### config.mk
export PLATFORM = sky130hd
export DESIGN_NAME = sliding_pattern_match
export DESIGN_NICKNAME = d
export VERILOG_FILES = /design/src/design/spm_pkg.sv /design/src/design/spm_out_fifo.sv /design/src/design/sliding_pattern_match.sv
export SDC_FILE = /design/constraint.sdc
export NUM_CORES = 2
export LEC_CHECK = 0
export ABC_AREA = 1
export BUFFER_PORTS_ARGS = -buffer_cell sky130_fd_sc_hd__buf_2
export CORE_MARGIN = 10
export CORE_UTILIZATION = 45
export DETAILED_ROUTE_END_ITERATION = 16
export PLACE_DENSITY_LB_ADDON = 0.3
export SLEW_MARGIN = 20
export SYNTH_ARGS = -nofsm -noshare
export SYNTH_HDL_FRONTEND = slang
export SYNTH_HIERARCHICAL = 1
export SYNTH_SLANG_ARGS = --single-unit
### constraint.sdc
create_clock -name clk -period 7.8 [get_ports clk]
set_input_delay 1.17 -clock clk [delete_from_list [all_inputs] [get_ports clk]]
set_output_delay 1.17 -clock clk [all_outputs]
set_load 0.05 [all_outputs]
### src/design/spm_pkg.sv
// Shared constants, types and result layout for the sliding pattern matcher.
package spm_pkg;

	localparam int PATTERN_MAX = 16;
	localparam int TEXT_MAX    = 65536;

	localparam int SLOT_W  = 4;
	localparam int VALUE_W = 32;
	localparam int LEN_W   = 5;
	localparam int POS_W   = 16;
	localparam int CNT_W   = 16;
	localparam int IDX_W   = $clog2(TEXT_MAX + 1);
	localparam int PIDX_W  = (PATTERN_MAX > 1) ? $clog2(PATTERN_MAX) : 1;

	localparam int S_TDATA_W = ((SLOT_W + VALUE_W + 7) / 8) * 8;
	localparam int M_TDATA_W = ((POS_W + CNT_W + 7) / 8) * 8;

	localparam logic [POS_W-1:0] POS_SAT = '1;
	localparam logic [CNT_W-1:0] CNT_SAT = '1;

	localparam logic KIND_PATTERN = 1'b0;
	localparam logic KIND_TEXT    = 1'b1;

	localparam int FIFO_DEPTH = 4;
	localparam int FIFO_AW    = $clog2(FIFO_DEPTH);
	localparam int FIFO_CW    = $clog2(FIFO_DEPTH + 1);

	typedef struct packed {
		logic             is_done;
		logic [POS_W-1:0] match_position;
		logic [CNT_W-1:0] match_count;
	} result_t;

	typedef struct packed {
		logic [1:0] count;
		result_t    first;
		result_t    second;
	} push_t;

endpackage

### src/design/spm_out_fifo.sv
// Small result queue that takes up to two items per cycle and sends one per cycle while m_tready is high.
module spm_out_fifo (
	input  logic                           clk,
	input  logic                           arst_n,
	input  spm_pkg::push_t                 push,
	output logic                           room,
	output logic                           m_tvalid,
	input  logic                           m_tready,
	output logic                           m_tuser,  // is_done
	output logic [spm_pkg::M_TDATA_W-1:0]  m_tdata   // match_position, match_count
);
	import spm_pkg::*;

	result_t             mem_q [FIFO_DEPTH];
	logic [FIFO_AW-1:0]  wr_ptr_q;
	logic [FIFO_AW-1:0]  rd_ptr_q;
	logic [FIFO_CW-1:0]  count_q;
	logic [FIFO_AW-1:0]  wr_ptr_nxt1;
	logic                pop;
	result_t             head;

	assign wr_ptr_nxt1 = wr_ptr_q + FIFO_AW'(1);
	assign pop         = m_tvalid && m_tready;
	assign room        = count_q <= FIFO_CW'(FIFO_DEPTH - 2);
	assign m_tvalid    = count_q != '0;
	assign head        = mem_q[rd_ptr_q];
	assign m_tuser     = head.is_done;
	assign m_tdata     = M_TDATA_W'({head.match_count, head.match_position});

	always_ff @(posedge clk) begin
		if (push.count != 2'd0) begin
			mem_q[wr_ptr_q] <= push.first;
		end
		if (push.count == 2'd2) begin
			mem_q[wr_ptr_nxt1] <= push.second;
		end
	end

	always_ff @(posedge clk or negedge arst_n) begin
		if (!arst_n) begin
			wr_ptr_q <= '0;
			rd_ptr_q <= '0;
			count_q  <= '0;
		end else begin
			wr_ptr_q <= wr_ptr_q + FIFO_AW'(push.count);
			if (pop) begin
				rd_ptr_q <= rd_ptr_q + FIFO_AW'(1);
			end
			count_q <= count_q + FIFO_CW'(push.count) - FIFO_CW'(pop);
		end
	end

endmodule

### src/design/sliding_pattern_match.sv
// Top level of the streaming pattern matcher: input stage, window, compare and result queue.
//
// Items enter on the s_ channel. An item with s_tuser low loads s_tdata[35:4] into the
// pattern slot s_tdata[3:0]; an item with s_tuser high is a text word that shifts into the
// window. When the newest pattern_length text words equal the pattern, a match report
// (m_tuser low) carries the start position and the running count. A text word with s_tlast
// high also yields a summary item (m_tuser high) with the final count, after which the
// window, index and count return to zero; the patterns and the length are kept.
// The user must write pattern_length through cfg_wr_en and cfg_wr_data only while the block is idle;
// the block itself does not enforce it. An item is registered in the input stage on acceptance and
// compared there once the result queue has room; its results go into the queue, which drives the
// m_ channel, and a summary follows its report. One item is accepted every cycle while there is room; the
// input stage advances only while the four-entry result queue has room for two items, so a
// stalled receiver holds the queue and then the input stage, and nothing is lost.
// Reset empties the queue and the input stage, clears the text state and sets the length
// to one; pattern slots hold no defined value until they are written.
module sliding_pattern_match (
	input  logic                           clk,
	input  logic                           arst_n,
	input  logic                           cfg_wr_en,
	input  logic [spm_pkg::LEN_W-1:0]      cfg_wr_data,
	input  logic                           s_tvalid,
	output logic                           s_tready,
	input  logic [spm_pkg::S_TDATA_W-1:0]  s_tdata,   // slot, value
	input  logic                           s_tuser,   // kind
	input  logic                           s_tlast,   // is_last
	output logic                           m_tvalid,
	input  logic                           m_tready,
	output logic [spm_pkg::M_TDATA_W-1:0]  m_tdata,   // match_position, match_count
	output logic                           m_tuser    // is_done
);
	import spm_pkg::*;

	logic                                 valid_s1;
	logic                                 kind_s1;
	logic [SLOT_W-1:0]                    slot_s1;
	logic signed [VALUE_W-1:0]            value_s1;
	logic                                 last_s1;

	logic [LEN_W-1:0]                     len_cfg_q;
	logic [PATTERN_MAX-1:0][VALUE_W-1:0]  pattern_q;
	logic [PATTERN_MAX-1:0][VALUE_W-1:0]  window_q;
	logic [IDX_W-1:0]                     text_idx_q;
	logic [CNT_W-1:0]                     matches_q;

	logic                                 room;
	logic                                 proc_s1;
	logic                                 text_go;
	logic [LEN_W-1:0]                     len_eff;
	logic [PATTERN_MAX-1:0][VALUE_W-1:0]  window_new;
	logic [PATTERN_MAX-1:0]               slot_ok;
	logic [LEN_W-1:0]                     pidx;
	logic [IDX_W:0]                       idx_p1;
	logic [IDX_W:0]                       start_full;
	logic                                 hit;
	logic [CNT_W-1:0]                     count_nxt;
	logic [POS_W-1:0]                     start_pos;
	result_t                              rep_res;
	result_t                              sum_res;
	push_t                                push;

	assign proc_s1  = valid_s1 && room;
	assign s_tready = !valid_s1 || proc_s1;
	assign text_go  = proc_s1 && (kind_s1 == KIND_TEXT);

	always_comb begin
		len_eff = len_cfg_q;
		if (len_cfg_q == '0) begin
			len_eff = LEN_W'(1);
		end else if (len_cfg_q > LEN_W'(PATTERN_MAX)) begin
			len_eff = LEN_W'(PATTERN_MAX);
		end

		window_new = {window_q[PATTERN_MAX-2:0], value_s1};

		for (int k = 0; k < PATTERN_MAX; k++) begin
			pidx = len_eff - LEN_W'(1) - LEN_W'(k);
			slot_ok[k] = (LEN_W'(k) >= len_eff) ||
				(window_new[k] == pattern_q[PIDX_W'(pidx)]);
		end

		idx_p1     = {1'b0, text_idx_q} + (IDX_W + 1)'(1);
		start_full = idx_p1 - (IDX_W + 1)'(len_eff);
		hit        = (idx_p1 >= (IDX_W + 1)'(len_eff)) && (&slot_ok);

		if (start_full > (IDX_W + 1)'(POS_SAT)) begin
			start_pos = POS_SAT;
		end else begin
			start_pos = start_full[POS_W-1:0];
		end

		count_nxt = matches_q;
		if (hit && (matches_q != CNT_SAT)) begin
			count_nxt = matches_q + CNT_W'(1);
		end

		rep_res.is_done        = 1'b0;
		rep_res.match_position = start_pos;
		rep_res.match_count    = count_nxt;
		sum_res.is_done        = 1'b1;
		sum_res.match_position = '0;
		sum_res.match_count    = count_nxt;

		push.count  = 2'd0;
		push.first  = rep_res;
		push.second = sum_res;
		if (text_go) begin
			if (hit && last_s1) begin
				push.count = 2'd2;
			end else if (hit) begin
				push.count = 2'd1;
			end else if (last_s1) begin
				push.count = 2'd1;
				push.first = sum_res;
			end
		end
	end

	always_ff @(posedge clk or negedge arst_n) begin
		if (!arst_n) begin
			valid_s1 <= 1'b0;
		end else if (s_tready) begin
			valid_s1 <= s_tvalid;
		end
	end

	always_ff @(posedge clk) begin
		if (s_tvalid && s_tready) begin
			kind_s1  <= s_tuser;
			slot_s1  <= s_tdata[SLOT_W-1:0];
			value_s1 <= s_tdata[SLOT_W+VALUE_W-1:SLOT_W];
			last_s1  <= s_tlast;
		end
	end

	always_ff @(posedge clk) begin
		if (proc_s1 && (kind_s1 == KIND_PATTERN) && (int'(slot_s1) < PATTERN_MAX)) begin
			pattern_q[PIDX_W'(slot_s1)] <= value_s1;
		end
	end

	always_ff @(posedge clk or negedge arst_n) begin
		if (!arst_n) begin
			len_cfg_q  <= LEN_W'(1);
			window_q   <= '0;
			text_idx_q <= '0;
			matches_q  <= '0;
		end else begin
			if (cfg_wr_en) begin
				len_cfg_q <= cfg_wr_data;
			end
			if (text_go) begin
				if (last_s1) begin
					window_q   <= '0;
					text_idx_q <= '0;
					matches_q  <= '0;
				end else begin
					window_q  <= window_new;
					matches_q <= count_nxt;
					if (text_idx_q < IDX_W'(TEXT_MAX)) begin
						text_idx_q <= text_idx_q + IDX_W'(1);
					end
				end
			end
		end
	end

	spm_out_fifo u_out_fifo (
		.clk      (clk),
		.arst_n   (arst_n),
		.push     (push),
		.room     (room),
		.m_tvalid (m_tvalid),
		.m_tready (m_tready),
		.m_tuser  (m_tuser),
		.m_tdata  (m_tdata)
	);

	// A summary item leaves the text state cleared for the next array.
	a_clear_after_last: assert property (@(posedge clk) disable iff (!arst_n)
		(text_go && last_s1) |=> (text_idx_q == '0 && matches_q == '0 && window_q == '0))
		else $error("text state not cleared after the last text item");

	// A waiting input item keeps its contents until the compare stage takes it.
	a_s1_hold: assert property (@(posedge clk) disable iff (!arst_n)
		(valid_s1 && !proc_s1) |=> (valid_s1 && $stable(value_s1) && $stable(kind_s1)))
		else $error("input stage changed while it waited");

	// A match report always counts at least the match it reports.
	a_report_count: assert property (@(posedge clk) disable iff (!arst_n)
		(m_tvalid && !m_tuser) |-> (m_tdata[POS_W+CNT_W-1:POS_W] != '0))
		else $error("match report with a count of zero");

endmodule
==> After elaboration in Yosys (flattened, before gate mapping) <==
Memories as Yosys holds them, arrays and structs flattened.
Cells that the tools add are included.
{ "classes": {"n_reduce_logical": 33, "n_eq_ne": 18, "add_sub_neg": 25, "order_cmp": 39, "n_bitwise": 1, "mux": 53} }
{ "ops": {"columns": ["operator", "count"], "rows": [
  ["$bmux W32 S4", 16],
  ["$mux W32", 17],
  ["$bwmux W512", 1],
  ["$eq A32 B32 Y1", 16],
  ["$mux W480", 1],
  ["$demux W32 S4", 1],
  ["$lt A4 B5 Y1 const B", 17],
  ["$mux W33", 2],
  ["$mux W16", 3],
  ["$ge A4 B5 Y1 const A", 8],
  ["$mux W35", 1],
  ["$mux W17", 2],
  ["$mux W34", 1],
  ["$sub A4 B4 Y4 const B", 8],
  ["$ge A3 B5 Y1 const A", 4],
  ["$add A17 B1 Y18 const B", 1],
  ["$ge A18 B5 Y1", 1],
  ["$gt A18 B16 Y1 const B", 1],
  ["$sub A18 B5 Y18", 1],
  ["$add A17 B1 Y17 const B", 1],
  ["$logic_or A1 B1 Y1", 17],
  ["$lt A17 B17 Y1 const B", 1],
  ["$add A16 B1 Y16 const B", 1],
  ["$ne A16 B16 Y1 const B", 1],
  ["other kinds (24)", 46]
]} }
{ "word_totals": {"word_cells": 212, "register_bits": 1076, "ramBits": 132, "output_inout_bits": 35, "in_bits": 52, "mem_count": 1} }
{ "mem_list": {"columns": ["name", "words", "word_bits", "read_ports", "rd_clocked_by_memory_dff", "write_ports", "line", "rtl"], "rows": [
  ["u_out_fifo.mem_q", 4, 33, 1, 0, 2, "spm_out_fifo.sv:14", "result_t mem_q [FIFO_DEPTH];"]
]} }

==> Logic depth before layout (Yosys ltp) <==
{ "logic_depth": {"word_depth": 20, "ltp_mapped": 48, "mapped_depth_nobuf": 40} }

==> Hierarchy <==
Netlist, hierarchy kept.
{ "by_module_without_submodules": {"columns": ["mod", "area_per_inst_um2", "seq_area_each_um2", "n_inst", "cells_each"], "rows": [
  ["sliding_pattern_match", 74074.8, 29504.5, 1, 11329],
  ["spm_out_fifo", 7460.9, 4139.0, 1, 920]
]} }

==> Worst setup path after synthesis <==
Ideal clock, no wire load.
{ "synth_path": {"kind": "register to register", "start": "reg len_cfg_q[4]", "end": "mem u_out_fifo/mem_q[3][0] in the netlist's numbering, enable pin", "setup_slack_ns": -0.188, "synth_period_minus_slack_ns": 7.988, "stages_incl_launch_ff": 39, "required_ns": 7.331, "t_arrival_ns": 7.520, "path_buffers": 9, "setup_ns": 0.469, "path_cell_list": "dfrtp_1 buf_6 nor2_2 inv_2 buf_2 buf_1 ha_1 inv_1 nand2_1 nand2_1 buf_2 buf_2 buf_2 ha_1 clkbuf_1 clkinv_1 clkbuf_1 clkbuf_1 [3 not listed] nand3_1 nand2_1 inv_1 nand2_1 nor2_1 nand2_1 nor2_1 nand2_1 nand2_1 nand2_1 nor2_1 nand2_1 nor2_8 nand2_2 ha_1 nor2_1 nor2_1 o21ai_0"} }
{ "synth_rtl": {"columns": ["element", "line", "rtl"], "rows": [
  ["start: declaration", "sliding_pattern_match.sv:40", "logic [LEN_W-1:0] len_cfg_q;"],
  ["start signal: assignment", "sliding_pattern_match.sv:150", "len_cfg_q <= cfg_wr_data;"],
  ["end: declaration", "spm_out_fifo.sv:14", null]
]} }

==> metrics.cfg <==
[run_status]
run_status=completed

[worst_setup_path]
cp-start-kind=register
required_ps=8250
regToRegSetupSlack_ps=650
worstRegToRegCells=30
critPathMaxStageDelay_ps=720
crit_type=register to register
endpoint_kind=register
worst_path_most_repeated_cell=nand2_1
cp.arrival_ps=7610
slowest_stage=dfrtp_1
r2r-start=len_cfg_q[4]
r2r_end=u_out_fifo/mem_q[3][31]
crit_fanout=33

[sta]
worst_pin_slew_ps=1230
clock_skew_ps=31.1
period_share_pct=91.7
rsz0062_at_grt=false
hold_viol=0
slew_headroom_pct=17.7
period_minus_slack_ps=7150
drv_slew=0
max_freq_mhz=140
setup_viol=0
setup-tns-final_ps=0
finalWorstSetupSlack_ps=646
holdWs_ps=421

[synthesis]
synth_cell_types=46
ys_seq_elements=1208
async_flop_share_pct=43.5
yosysWarningCount=6
synth_edf_count=682
yosysSeqAreaShare_pct=41.3
synth-main-ff-cell=edfxtp_1
avgSynthCellArea_um2=6.66
netlist_instances=12249
synth_area_um2=81500

[cells_and_area]
fin_nets=12122
drive_above_1_share_pct=4.53
syn_to_final_growth_pct=9.08
layout_common_cells=5293 x nand2_1, 2834 x nand3_1, 1058 x inv_1
mostFrequentLayoutCell=nand2_1

[floorplan]
initial_core_util_pct=45.2
die-area_um2=199000
core.rowCount=156
die_x_um=446
die_h_um=446
ios=87
design.core.area_um2=181000

[pwr]
p_clk_share_pct=25.0
p_sw_mw=12.9
p_leak_nw=43.9
p_int_mw=14.5
combinationalPowerShare_pct=46.1
power.density_nw_per_um2=308
pwr-share-seq_pct=28.9
peakVddDrop_v=0.000271
p_sw_share_pct=47.1
total_power_mw=27.4

[clocking]
clkSinkCount=1208
cts_resized=0
clk_pin_slew_ps=60
hold_buffers=0
cts_tree=built
cts_setup_buffers=0
htree_num_levels=4
clock-root-buffer=clkbuf_16
cts_buffers=147
clk_path_buf_depth=3
clock_latency_ps=840

[global_routing]
grt_overflow=0
antenna_found_initial=11
grt_pass1_vias=78339
grt_pass1_wl_um=492000
grt_max_degree=197
groute.usage.overall_pct=32.8

[route]
routedWlPerCell_um=23.3
drc=0
wl_um=338000
vias=86251
ant_nets=0
drt_iter0_drc=12410
dr.pass1.iters=10
vias_per_cell=5.93

[place]
gp_congestion=1.00
pre_cts_ws_ps=913
hpwl_um=225000
port_buffers=82

[min_path]
hold_class=primary input to async pin

[flow_run]
cap_violations=0

power groups by stage:
stage | logic [mW] | registers (mW) | clock network, mW
detailed placement | 12.2 | 8.02 | 0
global route | 13.5 | 7.97 | 7.15
finish | 12.6 | 7.91 | 6.86
CTS | 12.2 | 7.90 | 6.89
global placement | 12.0 | 7.99 | 0
floorplan | 7.94 | 7.85 | 0
area by class of cell:
cell class	count	area (um2)
fill	17699	91600
multi-input combinational	9361	41300
sequential	1208	33600
clock buffer	211	4230
inverter	1080	4100
tap	2370	2970
timing repair buffer	242	2170
clock inverter	62	487
antenna	2	5.00
sequential cells by signal (all words and copies together), names as in the netlist:
register,flops
u_out_fifo/wr_ptr_q,2
window_new,480
valid_s1,1
u_out_fifo/mem_q,132
slot_s1,4
u_out_fifo/count_q,3
matches_q,16
u_out_fifo/rd_ptr_q,2
pattern_q,512
value_s1,32
kind_s1,1
len_cfg_q,5
text_idx_q,17
last_s1,1
through the flow:
stage          std cells  area, um2  utilization [%]
5_1_grt            14535      88900             49.3
3_5_place_dp       14261      84200             46.6
6_report           14536      88900             49.3
2_1_floorplan      12315      81800                -
4_1_cts            14534      88900             49.3
3_3_place_gp       14259      84200             46.6
Yosys cell counts, types with 4 or more instances:
master	instances	share of area, %
o22ai_1	492	3.8
nand3b_1	9	0.083
nor2_4	4	0.055
a21oi_1	20	0.12
buf_4	52	0.48
dfrtp_1	525	16
xor2_1	47	0.50
nor3_1	15	0.092
or2_2	5	0.038
buf_2	248	1.5
inv_2	11	0.051
nand2_2	17	0.13
nand4_1	43	0.33
buf_6	9	0.12
o21ai_1	29	0.18
edfxtp_1	682	25
inv_1	1062	4.9
clkbuf_1	259	1.2
nand3_1	2835	17
ha_1	28	0.43
o21ai_0	91	0.56
nand2_1	5301	24
clkinv_1	6	0.028
buf_1	98	0.45
nor2_1	324	1.5
kinds of logic after synthesis:
logic type	synth area share [%]
and+or+nand+nor	44.2
xor gates and xnor gates	0.526
AOI/OAI and AO/OA	4.74
buffers and inverters	8.75
adders and majority gates	0.479
other	0.00921
DFF	41.3
metal layers:
| layer | global-route usage [%] | share of wire, % | routed length, um | up-vias |
|---|---|---|---|---|
| li1 | - | - | - | 39710 |
| met1 | 42.2 | 38 | 129000 | 40103 |
| met2 | 48.8 | 42 | 143000 | 5325 |
| met3 | 8.60 | 13 | 42400 | 1107 |
| met4 | 20.7 | 7.2 | 24400 | 6 |
| met5 | 0 | 0.012 | 39 | - |
worst max-delay path, delay by kind of cell, from the launching register on:
kind            cells  cell delay, ps
simple gates       22            4070
fa+ha+maj           2             450
buf+inv             5            1270
compound gates      1             130
flops               1             720
worst max path at each step:
stage	startpoint	end	slack [ps]	cells past startpoint
after CTS	len_cfg_q[4]	u_out_fifo/mem_q[3][29]	830	30
after global routing	len_cfg_q[4]	u_out_fifo/mem_q[3][29]	390	33
final	len_cfg_q[4]	u_out_fifo/mem_q[3][31]	650	30
after floorplan	len_cfg_q[4]	u_out_fifo/mem_q[3][0]	700	38
after detailed placement	len_cfg_q[4]	u_out_fifo/mem_q[3][10]	910	30
after global placement	len_cfg_q[4]	u_out_fifo/mem_q[3][10]	980	33
Note: power is estimated with default switching activity, not from simulation.
